--- src/rtl/prsi_pkg.sv ---
// prsi_pkg: shared types, operation codes and the squared color distance
// used by the palette ring swap improver. No dependencies.
package prsi_pkg;

	localparam logic [1:0] OP_LOAD = 2'd0;
	localparam logic [1:0] OP_SWAP = 2'd1;
	localparam logic [1:0] OP_READ = 2'd2;

	localparam int RING_W = 9;
	localparam int SQ_W   = 18;
	localparam int GAIN_W = 20;

	typedef struct packed {
		logic [1:0] operation;
		logic [7:0] first_index;
		logic [7:0] second_index;
		logic [7:0] red_in;
		logic [7:0] green_in;
		logic [7:0] blue_in;
	} prsi_item_t;

	typedef struct packed {
		logic              status;
		logic              did_swap;
		logic [GAIN_W-1:0] gain;
		logic [7:0]        red_out;
		logic [7:0]        green_out;
		logic [7:0]        blue_out;
	} prsi_result_t;

	typedef enum logic [2:0] {
		S_IDLE,
		S_RD_PAIR,
		S_RD_A_NBR,
		S_RD_C_NBR,
		S_FINISH
	} prsi_state_t;

	typedef enum logic [1:0] {
		RD_PAIR,
		RD_A_NBR,
		RD_C_NBR
	} prsi_rd_sel_t;

	typedef struct packed {
		logic         capture;
		logic         rd_en;
		prsi_rd_sel_t rd_sel;
		logic         latch_ac;
		logic         acc_a;
		logic         finish;
	} prsi_cmd_t;

	typedef struct packed {
		logic swap_ok;
	} prsi_status_t;

	// sum of squared channel differences of two {r, g, b} entries
	function automatic logic [SQ_W-1:0] prsi_sqdist(input logic [23:0] x, input logic [23:0] y);
		logic [7:0]      xa;
		logic [7:0]      ya;
		logic [7:0]      mag;
		logic [15:0]     mag16;
		logic [15:0]     sq;
		logic [SQ_W-1:0] acc;
		acc = '0;
		for (int k = 0; k < 3; k++) begin
			xa    = x[8*k +: 8];
			ya    = y[8*k +: 8];
			mag   = (xa >= ya) ? (xa - ya) : (ya - xa);
			mag16 = {8'b0, mag};
			sq    = mag16 * mag16;
			acc   = acc + {{(SQ_W-16){1'b0}}, sq};
		end
		return acc;
	endfunction

endpackage

--- src/rtl/prsi_ctrl.sv ---
// prsi_ctrl: sequencer for one item at a time and the result valid flag.
// Drives datapath commands; uses prsi_pkg.
module prsi_ctrl (
	input  logic                   clk,
	input  logic                   arst_n,
	input  logic                   item_valid,
	output logic                   item_ready,
	output logic                   result_valid,
	input  logic                   result_ready,
	input  prsi_pkg::prsi_status_t status,
	output prsi_pkg::prsi_cmd_t    cmd
);

	prsi_pkg::prsi_state_t state_q;
	prsi_pkg::prsi_state_t state_d;
	logic                  out_valid_q;

	always_ff @(posedge clk or negedge arst_n) begin
		if (!arst_n) begin
			state_q     <= prsi_pkg::S_IDLE;
			out_valid_q <= 1'b0;
		end else begin
			state_q <= state_d;
			if (cmd.finish) begin
				out_valid_q <= 1'b1;
			end else if (result_ready) begin
				out_valid_q <= 1'b0;
			end
		end
	end

	always_comb begin
		state_d    = state_q;
		cmd        = '0;
		item_ready = 1'b0;
		case (state_q)
			prsi_pkg::S_IDLE: begin
				item_ready = 1'b1;
				if (item_valid) begin
					cmd.capture = 1'b1;
					state_d     = prsi_pkg::S_RD_PAIR;
				end
			end
			prsi_pkg::S_RD_PAIR: begin
				cmd.rd_en  = 1'b1;
				cmd.rd_sel = prsi_pkg::RD_PAIR;
				state_d    = status.swap_ok ? prsi_pkg::S_RD_A_NBR : prsi_pkg::S_FINISH;
			end
			prsi_pkg::S_RD_A_NBR: begin
				cmd.latch_ac = 1'b1;
				cmd.rd_en    = 1'b1;
				cmd.rd_sel   = prsi_pkg::RD_A_NBR;
				state_d      = prsi_pkg::S_RD_C_NBR;
			end
			prsi_pkg::S_RD_C_NBR: begin
				cmd.acc_a  = 1'b1;
				cmd.rd_en  = 1'b1;
				cmd.rd_sel = prsi_pkg::RD_C_NBR;
				state_d    = prsi_pkg::S_FINISH;
			end
			prsi_pkg::S_FINISH: begin
				// wait for the output register to free up
				if (!out_valid_q || result_ready) begin
					cmd.finish = 1'b1;
					state_d    = prsi_pkg::S_IDLE;
				end
			end
			default: begin
				state_d = prsi_pkg::S_IDLE;
			end
		endcase
	end

	assign result_valid = out_valid_q;

`ifndef NO_ASSERTIONS
	a_capture_reads: assert property (@(posedge clk) disable iff (!arst_n)
		cmd.capture |=> (state_q == prsi_pkg::S_RD_PAIR))
		else $error("capture not followed by pair read");

	a_finish_valid: assert property (@(posedge clk) disable iff (!arst_n)
		cmd.finish |=> result_valid)
		else $error("finished beat not presented");

	a_acc_after_latch: assert property (@(posedge clk) disable iff (!arst_n)
		cmd.acc_a |-> $past(cmd.latch_ac))
		else $error("accumulate without latched swap operands");

	a_finish_hold: assert property (@(posedge clk) disable iff (!arst_n)
		(state_q == prsi_pkg::S_FINISH && !cmd.finish) |=>
		(state_q == prsi_pkg::S_FINISH && result_valid))
		else $error("stalled finish lost its place");
`endif

endmodule

--- config.mk ---
export PLATFORM = sky130hd
export DESIGN_NAME = prsi_ctrl
export DESIGN_NICKNAME = d
export VERILOG_FILES = /design/src/rtl/prsi_pkg.sv /design/src/rtl/prsi_ctrl.sv
export SDC_FILE = /design/constraint.sdc
export NUM_CORES = 1
export LEC_CHECK = 0
export ABC_CLOCK_PERIOD_IN_PS = 1600
export BUFFER_PORTS_ARGS = -buffer_cell sky130_fd_sc_hd__buf_2
export CORE_AREA = 2 2 39 41
export CTS_BUF_LIST = sky130_fd_sc_hd__clkbuf_8
export DETAILED_ROUTE_END_ITERATION = 10
export DIE_AREA = 0 0 41 43
export PLACE_DENSITY = 0.42
export SYNTH_ARGS = -nofsm -noshare
export SYNTH_HDL_FRONTEND = slang
export SYNTH_SLANG_ARGS = --single-unit
--- constraint.sdc ---
create_clock -name clk -period 1.6 [get_ports clk]
set_clock_uncertainty 0.2 [all_clocks]
set_input_delay 0.08 -clock clk [delete_from_list [all_inputs] [get_ports clk]]
set_output_delay 0.08 -clock clk [all_outputs]
set_load 0.03 [all_outputs]
=== Word level (Yosys, flattened, before mapping) ===
Index checks and enable logic that the tools add are counted.

* Output and inout port bits: 9
* Register bits after elaboration: 4

* Equality and inequality tests: 6
* Multiplexer cells: 14
* Reduce and logical (&&, ||, !) cells: 5

{| class="wikitable"
|+ Operators with widths
! kind !! number
|-
| 3-bit one-hot mux with 5 select lines || 1
|-
| 1-bit 2-to-1 mux || 9
|-
| 3-bit 2-to-1 mux || 3
|-
| 3-bit one-hot mux with 3 select lines || 1
|-
| 3-bit by 2-bit equality test with 1-bit output, second input constant || 2
|-
| 2-bit inequality test, second input constant || 2
|-
| 3-bit by 1-bit equality test with 1-bit output, second input constant || 1
|-
| 3-bit equality test, second input constant || 1
|-
| 3-bit logical NOT || 1
|-
| 2-bit AND reduction || 1
|-
| 2-bit nonzero test || 1
|-
| 1-bit logical NOT || 1
|-
| 1-bit logical OR || 1
|}

=== Logic depth before layout (Yosys ltp) ===
* Word-level depth: 5
* Mapped depth: 4
* Depth with buffers taken out: 2

=== Least setup slack after synthesis ===
Ideal clock, no wire load.

* Path type: reg2out
* Start point: reg state_q[0]
* End point: out cmd[6] in the netlist's numbering
* Arrival time: 1624 ps
* Required time: 1320 ps
* Stages on the path, launching flop included: 4
* Setup slack: -304 ps
* Cell sequence: dfrtp_1 -> buf_2 -> nor3_1 -> and2_1

{| class="wikitable"
|+ RTL lines
! item !! RTL line !! RTL
|-
| start: declaration || prsi_ctrl.sv:14 || <nowiki>prsi_pkg::prsi_state_t state_q;</nowiki>
|-
| start signal: assignment || prsi_ctrl.sv:20 || <nowiki>state_q <= prsi_pkg::S_IDLE;</nowiki>
|-
| start signal: assignment || prsi_ctrl.sv:23 || <nowiki>state_q <= state_d;</nowiki>
|-
| end: declaration || prsi_ctrl.sv:11 || <nowiki>output prsi_pkg::prsi_cmd_t cmd</nowiki>
|}

==> results.md <==
* Worst r2r src: state_q[1]$_DFFE_PN0P_
* Port bufs at 13
* Detailed Route WL at 557 um
* Critical Path AT at 1.27 ns
* Largest net degree at the start of global routing at 10
* Sinks on Clock Net at 4
* Total GRT Usage at 7.65%
* Ant diodes at 0
* Critical Path Source Type: flip-flop
* Die ar. at 0.00176 mm2
* Number of cell rows at 14
* Final slew viol count at 0
* H-tree levels at 1
* Routed vias at 243
* Synth unique cells at 16
* Area of placed instances at 343 um2
* CP startpoint: state_q[1]$_DFFE_PN0P_
* Final setup vio count at 0
* First-pass GRT wire length at 855 um
* Max VDD drop at 0.920 mV
* Fraction of layout cells with a size suffix above 1 at 50.0%
* Top-count cell post-synth: dfrtp_1
* Yosys warnings at 0
* EDFF count, synth at 0
* Synthesized cell area at 246 um2
* Synth area leaders: dfrtp_1 41%, nor3b_1 9.1%, o32ai_2 6.6%
* Postcts setup bufs at 0
* Routed Antenna Nets at 0
* Synth Net Count at 31
* Vias per Instance at 3.80
* Crit share post-route at 96.7%
* F_max at 0.646 GHz
* Root Buffer: clkbuf_8
* Crit Path Max Fanout at 3
* Reg2reg setup slack at 0.37 ns
* Yosys reg bits at 4
* Top FF cell, synth: dfrtp_1
* Starting density of the core at 17.8%
* Core area at 0.00138 mm2
* Minimum clock period at 1.55 ns
* Max-Cap Viols at 0
* R2r endpoint: state_q[2]$_DFFE_PN0P_
* Yosys top cell area share at 40.6%
* Sequential area share after synthesis at 40.6%
* TritonCTS Buffers at 3
* RSZ-0062 raised after global routing: no
* Ports at 14
* Total gr overflow at 0
* HP Class: flip-flop to flip-flop
* Number of global-route vias before repair at 213
* Max Root-Sink Buffers at 2
* PD cells at 2060 mW/mm2
* TritonRoute pass-1 iters at 4
* Slew @ Worst Pin at 0.210 ns
* GPL Wtd Cong at 0.682
* CP Class: flip-flop to primary output
* Final Hold Fails at 0
* TritonCTS clock tree: built
* DRT iter0 DRCs at 3
* Area grow syn2layout at 82.2%
* Clock latency on the worst-skew pair at 0.21 ns
* WL/cell at 8.70 um
* Setup WS post-layout at 0.0529 ns
* Place WS at 0.255 ns
* Syn Inst Count at 26
* Die H at 43 um
* Die Width at 41 um
* Max-slew headroom at 86.0%
* Hold path start: result_valid$_DFFE_PN0P_
* Design area at 449 um2
* CP required at 1.32 ns
* Reg clk slew, reported paths at 0.03 ns
* Final nets at 55
* WHS Endpoint: result_valid$_DFFE_PN0P_
* Most frequent cells after synthesis: 4 x dfrtp_1, 3 x nor2_1, 3 x nor3b_1
* P_leak at 0.224 nW
* Cell taking the most area after synthesis: dfrtp_1
* Initial antenna violation count at 0
* Syn avg cell area at 9.48 um2
* Crit. End Element: primary output
* Number of remaining DRC errors at 0
* R2R cell count at 2
* Synth async-reset ratio at 100%
* Worst Hold Depth at 2
* Outcome: completed
-- where the power goes --
group          switching [mW]  internal, mW
Combinational           0.345         0.212
Clock                  0.0485         0.160
Sequential             0.0185         0.141
Total                   0.412         0.512
-- flip-flops by register name, indices dropped and copies added (netlist names) --
| name | flops |
|---|---|
| result_valid | 1 |
| state_q | 3 |
-- worst max-delay path: stages (launching register included) --
cell,delay [ns]
dfrtp_1,0.36
or3b_4,0.42
nor2b_2,0.11
buf_4,0.16
-- worst max-delay path by stage --
stage                     slack [ns]  depth (start not counted)      to
after global routing           0.008                          4  cmd[6]
after CTS                       0.02                          3  cmd[0]
after global placement          0.26                          3  cmd[0]
after floorplan                -0.01                          3  cmd[6]
after detailed placement        0.25                          3  cmd[0]
final                           0.05                          3  cmd[0]
-- placed cells by master (no fill, tap or decap), types with 2 or more instances in the layout --
master / instances
buf_2: 11
dlygate4sd3_1: 6
buf_4: 4
dfrtp_1: 4
nor2_1: 3
clkbuf_8: 3
nor3b_1: 2
nand2b_1: 2
-- kinds of logic after synthesis --
| logic type | share of synthesized area, % |
|---|---|
| simple gates | 39.6 |
| flops | 40.6 |
| buf+inv | 11.2 |
| compound gates | 8.63 |
-- per-stage QoR --
step / util, % / hold WS, ns / power [mW] / setup TNS [ns] / instances
after floorplan: - / -0.416 / 0.574 / -0.0104 / 26
after global placement: 24.8 / -0.309 / 0.702 / 0 / 55
after detailed placement: 24.8 / -0.308 / 0.701 / 0 / 55
after CTS: 32.1 / 0.336 / 0.928 / 0 / 64
after global routing: 32.5 / 0.365 / 0.987 / 0 / 64
final: 32.5 / 0.325 / 0.924 / 0 / 64
-- timing repair --
item / in CTS / in global routing
hold buffers: 6 / 0
gates resized for setup: 0 / 3
endpoints found under the hold margin: 7 / 0
setup endpoints to repair: 0 / 2
-- per-layer routing --
metal	vias up	GRT usage (%)	wire (um)
met5	-	0	0
met4	0	8.00	0
met3	0	1.57	36
met2	10	9.69	243
met1	104	9.74	277
li1	129	-	-
-- area by class of cell --
cell class | count | area, um2
Inverter | 1 | 3.75
Sequential cell | 4 | 100
Tap cell | 16 | 20.0
Clock buffer | 3 | 41.3
Multi-Input combinational cell | 18 | 131
Timing Repair Buffer | 22 | 153
Fill cell | 143 | 935
(Power assumes the default switching activity.)
